==> src/rdx_pkg.sv <==
// Shared types, constants and helpers for the radix integer-to-digits unit.
// No dependencies; imported by every module of the block.
package rdx_pkg;

   localparam int MaxBase      = 16;
   localparam int MaxDigits    = 32;
   localparam int NumberWidth  = 32;
   localparam int CharWidth    = 8;
   localparam int DigitWidth   = 4;
   localparam int LenWidth     = 5;
   localparam int CountWidth   = 6;
   localparam int BufAddrWidth = 5;

   localparam logic [CharWidth-1:0] MinusSign = 8'h2D;
   localparam logic [CharWidth-1:0] PlusSign  = 8'h2B;

   typedef enum logic [1:0] {
      CSR_BASE_LENGTH  = 2'd0,
      CSR_SYMBOLS_LOW  = 2'd1,
      CSR_SYMBOLS_HIGH = 2'd2
   } csr_index_type;

   typedef logic [MaxBase*CharWidth-1:0] alphabet_type;

   function automatic logic [CharWidth-1:0] symbol_at(input alphabet_type symbols,
                                                      input logic [DigitWidth-1:0] idx);
      return symbols[idx*CharWidth +: CharWidth];
   endfunction

   function automatic logic symbol_forbidden(input logic [CharWidth-1:0] c);
      return (c == 8'h00) || (c == 8'h09) || (c == 8'h0A) || (c == 8'h0B) ||
             (c == 8'h0D) || (c == 8'h20) || (c == 8'h0C) ||
             (c == PlusSign) || (c == MinusSign);
   endfunction

endpackage

==> src/rdx_alpha_check.sv <==
// Alphabet validity check: length range, forbidden bytes and repeated symbols.
// Depends on rdx_pkg.
module rdx_alpha_check
   import rdx_pkg::*;
(
   input  logic [LenWidth-1:0] base_length,
   input  alphabet_type        symbols,
   output logic                alphabet_ok
);

   logic bad;

   always_comb begin
      bad = (base_length < LenWidth'(2)) || (base_length > LenWidth'(MaxBase));
      for (int i = 0; i < MaxBase; i++) begin
         if (LenWidth'(i) < base_length) begin
            if (symbol_forbidden(symbol_at(symbols, DigitWidth'(i)))) begin
               bad = 1'b1;
            end
            for (int j = i + 1; j < MaxBase; j++) begin
               if ((LenWidth'(j) < base_length) &&
                   (symbol_at(symbols, DigitWidth'(i)) ==
                    symbol_at(symbols, DigitWidth'(j)))) begin
                  bad = 1'b1;
               end
            end
         end
      end
      alphabet_ok = !bad;
   end

endmodule

==> src/rdx_divider.sv <==
// Shared iterative divider: a 32-bit value by a radix of 2 to 16, eight
// quotient bits per cycle. Depends on rdx_pkg.
module rdx_divider
   import rdx_pkg::*;
(
   input  logic                   clock,
   input  logic                   reset,
   input  logic                   start,
   input  logic [NumberWidth-1:0] dividend,
   input  logic [LenWidth-1:0]    radix,
   output logic                   done,
   output logic [NumberWidth-1:0] quotient,
   output logic [DigitWidth-1:0]  remainder
);

   localparam int BitsPerCycle = 8;
   localparam int Passes       = NumberWidth / BitsPerCycle;
   localparam int PassWidth    = $clog2(Passes);

   logic                   busy_ff, busy_in;
   logic                   done_ff, done_in;
   logic [PassWidth-1:0]   pass_ff, pass_in;
   logic [NumberWidth-1:0] quo_ff, quo_in;
   logic [DigitWidth-1:0]  rem_ff, rem_in;
   logic [NumberWidth-1:0] q_step;
   logic [DigitWidth-1:0]  r_step;
   logic [LenWidth-1:0]    trial;

   always_comb begin
      q_step = quo_ff;
      r_step = rem_ff;
      trial  = '0;
      for (int i = 0; i < BitsPerCycle; i++) begin
         trial  = {r_step, q_step[NumberWidth-1]};
         q_step = {q_step[NumberWidth-2:0], 1'b0};
         if (trial >= radix) begin
            trial     = trial - radix;
            q_step[0] = 1'b1;
         end
         r_step = trial[DigitWidth-1:0];
      end
   end

   always_comb begin
      busy_in = busy_ff;
      done_in = 1'b0;
      pass_in = pass_ff;
      quo_in  = quo_ff;
      rem_in  = rem_ff;
      if (start) begin
         busy_in = 1'b1;
         pass_in = '0;
         quo_in  = dividend;
         rem_in  = '0;
      end else if (busy_ff) begin
         quo_in  = q_step;
         rem_in  = r_step;
         pass_in = pass_ff + PassWidth'(1);
         if (pass_ff == PassWidth'(Passes - 1)) begin
            busy_in = 1'b0;
            done_in = 1'b1;
         end
      end
   end

   always_ff @(posedge clock) begin
      if (reset) begin
         busy_ff <= 1'b0;
         done_ff <= 1'b0;
         pass_ff <= '0;
      end else begin
         busy_ff <= busy_in;
         done_ff <= done_in;
         pass_ff <= pass_in;
      end
      quo_ff <= quo_in;
      rem_ff <= rem_in;
   end

   assign done      = done_ff;
   assign quotient  = quo_ff;
   assign remainder = rem_ff;

endmodule

==> src/radix_integer_to_digits_unit.sv <==
// Radix integer-to-digits unit: converts a signed 32-bit number to its
// characters in a configured alphabet, most significant digit first.
// Each digit takes four divider passes, then a step to store it and restart the divider.
// The next number is taken only after the last character has gone into the output
// register, so output stalls delay it; a number taken under an invalid alphabet
// is dropped and gives no characters.
// Synchronous reset restores the alphabet "0123456789" and clears the control state.
module radix_integer_to_digits_unit
   import rdx_pkg::*;
(
   input  logic                   clock,
   input  logic                   reset,
   input  logic                   req_tvalid,
   output logic                   req_tready,
   input  logic [NumberWidth-1:0] req_tdata,   // number
   output logic                   rsp_tvalid,
   input  logic                   rsp_tready,
   output logic [CharWidth-1:0]   rsp_tdata,   // character
   output logic                   rsp_tlast,
   input  logic                   csr_we,
   input  logic [1:0]             csr_index,
   input  logic [63:0]            csr_wdata
);

   typedef enum logic [1:0] {
      S_IDLE,
      S_DIV,
      S_EMIT
   } state_type;

   state_type              state_ff, state_in;
   logic [LenWidth-1:0]    base_length_ff;
   alphabet_type           symbols_ff;
   logic                   sign_ff, sign_in;
   logic [CountWidth-1:0]  count_ff, count_in;
   logic                   out_valid_ff, out_valid_in;
   logic [CharWidth-1:0]   out_char_ff, out_char_in;
   logic                   out_last_ff, out_last_in;
   logic [DigitWidth-1:0]  digit_buf [MaxDigits];
   logic [BufAddrWidth-1:0] rd_addr;
   logic                   alphabet_ok;
   logic                   accept;
   logic                   div_start;
   logic                   div_done;
   logic [NumberWidth-1:0] div_dividend;
   logic [NumberWidth-1:0] div_quotient;
   logic [DigitWidth-1:0]  div_remainder;
   logic [NumberWidth-1:0] magnitude;
   logic                   out_free;
   logic                   more_digits;

   rdx_alpha_check u_check (
      .base_length (base_length_ff),
      .symbols     (symbols_ff),
      .alphabet_ok (alphabet_ok)
   );

   rdx_divider u_div (
      .clock     (clock),
      .reset     (reset),
      .start     (div_start),
      .dividend  (div_dividend),
      .radix     (base_length_ff),
      .done      (div_done),
      .quotient  (div_quotient),
      .remainder (div_remainder)
   );

   assign req_tready  = (state_ff == S_IDLE);
   assign accept      = req_tvalid && req_tready;
   assign magnitude   = req_tdata[NumberWidth-1] ? (~req_tdata + NumberWidth'(1)) : req_tdata;
   assign more_digits = (div_quotient != '0) && (count_ff < CountWidth'(MaxDigits - 1));
   assign div_start   = (accept && alphabet_ok) ||
                        ((state_ff == S_DIV) && div_done && more_digits);
   assign div_dividend = (state_ff == S_IDLE) ? magnitude : div_quotient;
   assign out_free    = !out_valid_ff || rsp_tready;
   assign rd_addr     = BufAddrWidth'(count_ff - CountWidth'(1));

   always_comb begin
      state_in     = state_ff;
      sign_in      = sign_ff;
      count_in     = count_ff;
      out_valid_in = out_valid_ff && !rsp_tready;
      out_char_in  = out_char_ff;
      out_last_in  = out_last_ff;
      unique case (state_ff)
         S_IDLE: begin
            if (accept && alphabet_ok) begin
               sign_in  = req_tdata[NumberWidth-1];
               count_in = '0;
               state_in = S_DIV;
            end
         end
         S_DIV: begin
            if (div_done) begin
               count_in = count_ff + CountWidth'(1);
               if (!more_digits) begin
                  state_in = S_EMIT;
               end
            end
         end
         S_EMIT: begin
            if (out_free) begin
               out_valid_in = 1'b1;
               if (sign_ff) begin
                  out_char_in = MinusSign;
                  out_last_in = 1'b0;
                  sign_in     = 1'b0;
               end else begin
                  out_char_in = symbol_at(symbols_ff, digit_buf[rd_addr]);
                  out_last_in = (count_ff == CountWidth'(1));
                  count_in    = count_ff - CountWidth'(1);
                  if (count_ff == CountWidth'(1)) begin
                     state_in = S_IDLE;
                  end
               end
            end
         end
         default: state_in = S_IDLE;
      endcase
   end

   always_ff @(posedge clock) begin
      if (reset) begin
         state_ff     <= S_IDLE;
         sign_ff      <= 1'b0;
         count_ff     <= '0;
         out_valid_ff <= 1'b0;
      end else begin
         state_ff     <= state_in;
         sign_ff      <= sign_in;
         count_ff     <= count_in;
         out_valid_ff <= out_valid_in;
      end
      out_char_ff <= out_char_in;
      out_last_ff <= out_last_in;
   end

   always_ff @(posedge clock) begin
      if ((state_ff == S_DIV) && div_done) begin
         digit_buf[count_ff[BufAddrWidth-1:0]] <= div_remainder;
      end
   end

   always_ff @(posedge clock) begin
      if (reset) begin
         base_length_ff <= LenWidth'(10);
         symbols_ff     <= {64'h0000_0000_0000_3938, 64'h3736_3534_3332_3130};
      end else if (csr_we) begin
         unique case (csr_index)
            CSR_BASE_LENGTH:  base_length_ff <= csr_wdata[LenWidth-1:0];
            CSR_SYMBOLS_LOW:  symbols_ff[63:0] <= csr_wdata;
            CSR_SYMBOLS_HIGH: symbols_ff[127:64] <= csr_wdata;
            default: ;
         endcase
      end
   end

   assign rsp_tvalid = out_valid_ff;
   assign rsp_tdata  = out_char_ff;
   assign rsp_tlast  = out_last_ff;

endmodule

==> config.mk <==
export PLATFORM = sky130hd
export DESIGN_NAME = radix_integer_to_digits_unit
export DESIGN_NICKNAME = d
export VERILOG_FILES = /design/src/rdx_pkg.sv /design/src/rdx_alpha_check.sv /design/src/rdx_divider.sv /design/src/radix_integer_to_digits_unit.sv
export SDC_FILE = /design/constraint.sdc
export NUM_CORES = 1
export LEC_CHECK = 0
export BUFFER_PORTS_ARGS = -buffer_cell sky130_fd_sc_hd__buf_2
export CORE_MARGIN = 2
export CORE_UTILIZATION = 55
export DETAILED_ROUTE_END_ITERATION = 10
export PLACE_DENSITY = 0.72
export SYNTH_ARGS = -nofsm -noshare
export SYNTH_HDL_FRONTEND = slang
export SYNTH_SLANG_ARGS = --single-unit
==> constraint.sdc <==
create_clock -name clock -period 28.5 [get_ports clock]
set_input_delay 2.85 -clock clock [delete_from_list [all_inputs] [get_ports clock]]
set_output_delay 2.85 -clock clock [all_outputs]
set_load 0.005 [all_outputs]
==> flow_summary.json, run 1 <==
{
  "syn_area_per_cell_um2": 8.95,
  "critPathMostFrequentCell": "a21o_1",
  "drive_gt1_share_pct": 14.1,
  "gr-usage-met3_pct": 14.9,
  "core_mm2": 0.0523,
  "maxCapViolCount": 0,
  "first_global_vias": 25900,
  "grt_max_degree": 81,
  "layout.cells.non_filler": 3899,
  "synth_edf_count": 169,
  "start_util_pct": 55.4,
  "async_flop_share_pct": 0,
  "use_met1_pct": 47.7,
  "p_per_area_mw_per_mm2": 131,
  "leakage_nw": 12.0,
  "finalSetupViolCount": 0,
  "n_antenna_cell": 0,
  "hold_path.class": "reg -> reg",
  "num-nets-final": 3346,
  "drt_iter0_markers": 4124,
  "syn-cell-area_mm2": 0.0290,
  "cts_buffer_depth": 3,
  "clkLatencyLatePin_ns": 0.64,
  "p_sw_mw": 1.76,
  "antenna_left": 0,
  "viasPerCell": 6.81,
  "post-route-period-util_pct": 51.1,
  "cts_resized": 0,
  "slew_violations": 0,
  "cts_buffers": 36,
  "htreeDepth": 2,
  "dp_hpwl_um": 66000,
  "combPwrFrac_pct": 72.5,
  "timing.final.crit_period_ns": 14.56,
  "num_io_pins": 114,
  "fp.dieArea_mm2": 0.0545,
  "io_buffers": 113,
  "die_x_um": 234,
  "p_sw_share_pct": 43.4,
  "slew_headroom_pct": 4.76,
  "fin_tns_setup_ns": 0,
  "clkSlewWorstSetupHoldPaths_ns": 0.06,
  "hold_violations": 0,
  "cp.required_ns": 29.01,
  "ys.flop_type": "edfxtp_1",
  "grt_overflow": 0,
  "critPathMaxFanout": 16,
  "r2r_start": "base_length_ff[2]",
  "ys_types": 81,
  "cts_setup_buffers": 0,
  "status": "completed",
  "ir_drop_uv": 543,
  "worstPathArrival_ns": 15.07,
  "fin_worst_skew_ns": 0.0500,
  "num_rows": 84,
  "pwr-share-clk_pct": 11.7,
  "cp-end-kind": "flop",
  "critPathLaunchType": "flop",
  "crit_slowest_cell": "clkinv_1",
  "yosys_warnings": 0,
  "critical_path_class": "reg -> reg",
  "dpl.cell_count": 3834,
  "area.growth.synth_to_final_pct": 7.31,
  "max_freq_mhz": 68.7,
  "ctsHoldBuffers": 0,
  "grt_first_pass_wirelength_um": 160000,
  "cp-startpoint": "base_length_ff[2]",
  "wl_um": 108000,
  "r2r_slack_ns": 13.94,
  "vias": 26500,
  "ys_seq_area_share_pct": 27.9,
  "antenna_found_initial": 7,
  "synth_seq_cells": 320,
  "syn_inst": 3237,
  "tritoncts": "yes",
  "drc": 0,
  "seqPwrFrac_pct": 15.8,
  "cts-root-buf": "clkbuf_16",
  "n_fill_cell": 4349,
  "first_pass_iters": 8,
  "slowest_delay_ns": 0.70,
  "dieHeight_um": 234,
  "worst_slew_pin_slew_ns": 1.42,
  "rsz0062_at_grt": "false",
  "grt.busiest_layer": "met2",
  "holdCritStartpoint": "symbols_ff[122]",
  "synth_fp_nets": 3399,
  "avgRoutedWirePerCell_um": 27.6,
  "gp_congestion": 1.04,
  "cts_sinks": 320,
  "met2_usage_pct": 58.5,
  "grt_use_total_pct": 39.3,
  "p_int_mw": 2.30
}
==> final cells by class <==
type / count / area [um^2] / area share (%)
clock buffer: 44 / 951 / 3.06
clock inverter: 21 / 235 / 0.756
inverter: 34 / 128 / 0.410
multi-input combinational: 2529 / 19100 / 61.5
sequential: 320 / 8100 / 26.0
tap: 688 / 861 / 2.77
timing repair buffer: 263 / 1690 / 5.45
==> power groups by stage <==
stage	combinational, mW	sequential, mW	clock [mW]
after floorplan	2.36	0.627	0
after detailed placement	2.86	0.652	0
final	2.95	0.642	0.476
after global routing	3.25	0.647	0.499
after global placement	2.68	0.649	0
after CTS	2.88	0.642	0.479
==> critical path, delay by kind of cell, from the launching register on <==
| family | cells | cell delay (ns) |
|---|---|---|
| flip-flops | 1 | 0.60 |
| AND/OR/NAND/NOR | 10 | 1.27 |
| AO/OA/AOI/OAI | 35 | 6.63 |
| multiplexers | 7 | 2.42 |
| buffers and inverters | 3 | 0.84 |
| adder cells (fa/ha/maj) | 8 | 2.63 |
==> path summary, 6_finish.rpt <==
path,to,depth (start not counted)
max,u_div.remainder[3],63
min,symbols_ff[122],2
max reg2reg,u_div.remainder[3],63
min reg2reg,symbols_ff[122],2
==> logic make-up after synthesis <==
family                     count (synthesis)  synth area share (%)
AOI/OAI and AO/OA                        352                  7.85
xor gates and xnor gates                1027                  31.0
adders and majority gates                 59                  2.75
buffers and inverters                    388                  6.18
DFF                                      320                  27.9
muxes                                    148                  7.30
and+or+nand+nor                          943                  16.9
==> cells in the final DEF, fill, tap and decap left out, drive strengths merged, types with 9 or more instances in the layout <==
cell type / count
xor2: 594
nor2b: 32
o31ai: 14
ha: 51
inv: 36
xnor2: 433
mux2i: 45
buf: 263
o2111ai: 9
a21o: 24
nand2: 296
nor4: 174
nand2b: 25
o21ai: 30
clkbuf: 44
nand4: 110
a21oi: 159
clkinv: 15
mux4: 44
a31oi: 16
nor2: 78
nor3: 66
a211oi: 33
or4: 10
edfxtp: 169
dfxtp: 151
nand3b: 47
o211ai: 11
or3: 12
or2: 9
nand3: 70
mux2: 59
==> sequential cells by signal, indices dropped and copies added (netlist names), 2 cells and up <==
register and cells:
state_ff 2, count_ff 6, u_div.remainder 4, u_div.pass_ff 2
digit_buf 128, symbols_ff 128, u_div.quotient 32, rsp_tdata 8
base_length_ff 5
==> per-stage QoR <==
step                hold WS, ns  utilization, %  power (mW)  worst slack [ns]  cell area, um^2
floorplan                 0.448               -        2.99             15.59            29000
global placement          0.445            57.2        3.33             14.77            29900
CTS                       0.458            59.4        4.00             14.09            31100
detailed placement        0.449            57.2        3.51             14.11            29900
global route              0.478            59.4        4.39             12.97            31100
finish                    0.459            59.4        4.06             13.94            31100
==> synth_stat cells (45+ instances only) <==
cell        n  area share (%)
mux2_2     56             2.2
nand3_1    70             1.2
xor2_1    594              18
a21oi_1   158             2.7
nor2_1     77             1.0
dfxtp_1   151              10
xnor2_1   433              13
nor4_1    173             3.7
edfxtp_1  169              18
clkbuf_1   67            0.87
buf_2     174             3.0
nand4_1   110             2.4
ha_1       51             2.2
nand3b_1   47             1.2
mux2i_1    45             1.6
buf_1      90             1.2
nand2_1   296             3.8
nor3_1     66             1.1
==> metal layers <==
metal	wire length (um)	up-vias
li1	-	11100
met3	15500	646
met5	84	-
met2	45500	2079
met1	38700	12700
met4	7950	12
No activity file was read; power rests on OpenSTA's default activity.
==> inputs of run 2 (changes only) <==
Clock period 28.5 ns to 15 ns, I/O delays scaled along.
==> run 2 against run 1 <==
Worst setup slack worse by 13 ns. Combinational power is 77% higher. Final cell count is 0.21% higher. Global-route usage is 0.87 points lower. Final area is 0.27% higher. Wire length is 2.4% lower. First-iteration DRC count is 1.4% higher. Sequential power is 84% higher. Non-clock buffer count is 4 higher. Critical path type unchanged. Largest cell class unchanged.
==> flow_summary.json, run 2 (synthesis results as in run 1) <==
{
  "timing.final.crit_period_ns": 13.98,
  "cp-startpoint": "base_length_ff[3]",
  "drive_gt1_share_pct": 14.4,
  "use_met1_pct": 47.3,
  "area.growth.synth_to_final_pct": 7.60,
  "slew_headroom_pct": 11.5,
  "fp.dieArea_mm2": 0.0545,
  "leakage_nw": 12.1,
  "critPathMostFrequentCell": "a21o_1",
  "max_freq_mhz": 71.5,
  "r2r_start": "base_length_ff[3]",
  "grt_overflow": 0,
  "status": "completed",
  "totalPowerFinal_mw": 7.33,
  "fin_worst_skew_ns": 0.0427,
  "first_global_vias": 26000,
  "num_io_pins": 114,
  "final_common_cell": "xor2_1",
  "worstPathArrival_ns": 14.30,
  "wl_um": 105000,
  "hold_path.class": "reg -> reg",
  "cts_sinks": 320,
  "viasPerCell": 6.75,
  "crit_end": "u_div.quotient[0]",
  "grt.busiest_layer": "met2",
  "vias": 26400,
  "die_x_um": 234,
  "post-route-period-util_pct": 93.2,
  "first_pass_iters": 6,
  "num_rows": 84,
  "grt_max_degree": 81,
  "fin_tns_setup_ns": 0,
  "finalSetupViolCount": 0,
  "dp_hpwl_um": 64900,
  "r2r_cells": 58,
  "ir_drop_uv": 761,
  "io_buffers": 113,
  "cp-end-kind": "flop",
  "slew_violations": 0,
  "antenna_left": 0,
  "crit_slowest_cell": "clkinv_1",
  "grt_first_pass_wirelength_um": 158000,
  "gp_congestion": 1.05,
  "htreeDepth": 2,
  "critPathLaunchType": "flop",
  "worst_slew_pin_slew_ns": 1.31,
  "antenna_found_initial": 4,
  "drc": 0,
  "cts_buffers": 36,
  "cp.required_ns": 15.32,
  "start_util_pct": 55.4,
  "met2_usage_pct": 56.4,
  "cts_buffer_depth": 3,
  "p_per_area_mw_per_mm2": 235,
  "cts-root-buf": "clkbuf_16",
  "rsz0062_at_grt": "false",
  "grt_use_total_pct": 38.4,
  "clkSlewWorstSetupHoldPaths_ns": 0.06,
  "num-nets-final": 3350,
  "cts_setup_buffers": 0,
  "r2r_slack_ns": 1.02,
  "r2r-end": "u_div.quotient[0]",
  "drt_iter0_markers": 4180,
  "hold_violations": 0,
  "tritoncts": "yes",
  "final_cell_mix": "xor2_1 (594), xnor2_1 (433), nand2_1 (296)",
  "maxCapViolCount": 0,
  "pre_cts_ws_ns": 0.979,
  "finalWorstSetupSlack_ns": 1.02,
  "avgRoutedWirePerCell_um": 26.9,
  "gr-usage-met3_pct": 13.9,
  "slowest_delay_ns": 0.63,
  "core_mm2": 0.0523,
  "whs_path_depth": 2,
  "critPathMaxFanout": 15,
  "critical_path_class": "reg -> reg",
  "clkLatencyLatePin_ns": 0.60,
  "dieHeight_um": 234
}
-- run 2: critical path, delay by kind of cell, from the launching register on --
family / cells / cell delay (ns)
AO/OA/AOI/OAI: 31 / 5.92
adder cells (fa/ha/maj): 8 / 2.63
buffers and inverters: 3 / 0.78
flip-flops: 1 / 0.57
multiplexers: 8 / 2.78
AND/OR/NAND/NOR: 8 / 1.03
-- run 2: worst min-delay path by stage --
stage                                  to  slack [ns]            start
final                     symbols_ff[125]        0.46  symbols_ff[125]
after global routing      symbols_ff[125]        0.47  symbols_ff[125]
after CTS                 symbols_ff[125]        0.46  symbols_ff[125]
after detailed placement  symbols_ff[125]        0.45  symbols_ff[125]
after global placement    symbols_ff[125]        0.45  symbols_ff[125]
after floorplan             u_div.busy_ff        0.45    u_div.busy_ff
-- run 2: area by class of cell --
| class | count | area, um^2 |
|---|---|---|
| diodes | 3 | 7.51 |
| clock buffers | 45 | 997 |
| clock inverters | 21 | 228 |
| fillers | 4414 | 21200 |
| inverters | 34 | 128 |
| multi-input cells | 2529 | 19100 |
| flip-flops and latches | 320 | 8100 |
| well taps | 688 | 861 |
| repair buffers | 267 | 1720 |
-- run 2: per-stage QoR --
stage	cells	cell area (um^2)	hold slack, ns	util, %
finish	3907	31200	0.461	59.6
global route	3904	31200	0.474	59.6
CTS	3904	31200	0.458	59.6
detailed placement	3838	29900	0.450	57.2
global placement	3838	29900	0.446	57.2
floorplan	3237	29000	0.448	-
-- run 2: timing repair --
item	4_1_cts	5_1_grt
hold endpoints to repair	0	0
hold buffers	0	0
endpoints found under the setup margin	0	4
gates resized for setup	0	1
-- run 2: where the power goes --
group	switching [mW]	internal (mW)
clock	0.395	0.531
sequential	0.0650	1.12
combinational	2.63	2.59
total	3.09	4.24
-- run 2: metal layers --
metal	share of wire, %	wire [um]	up-vias
met5	0.087	92	-
met4	7.8	8260	8
met3	15	15400	678
met2	42	44200	2072
met1	35	37200	12500
li1	-	-	11100
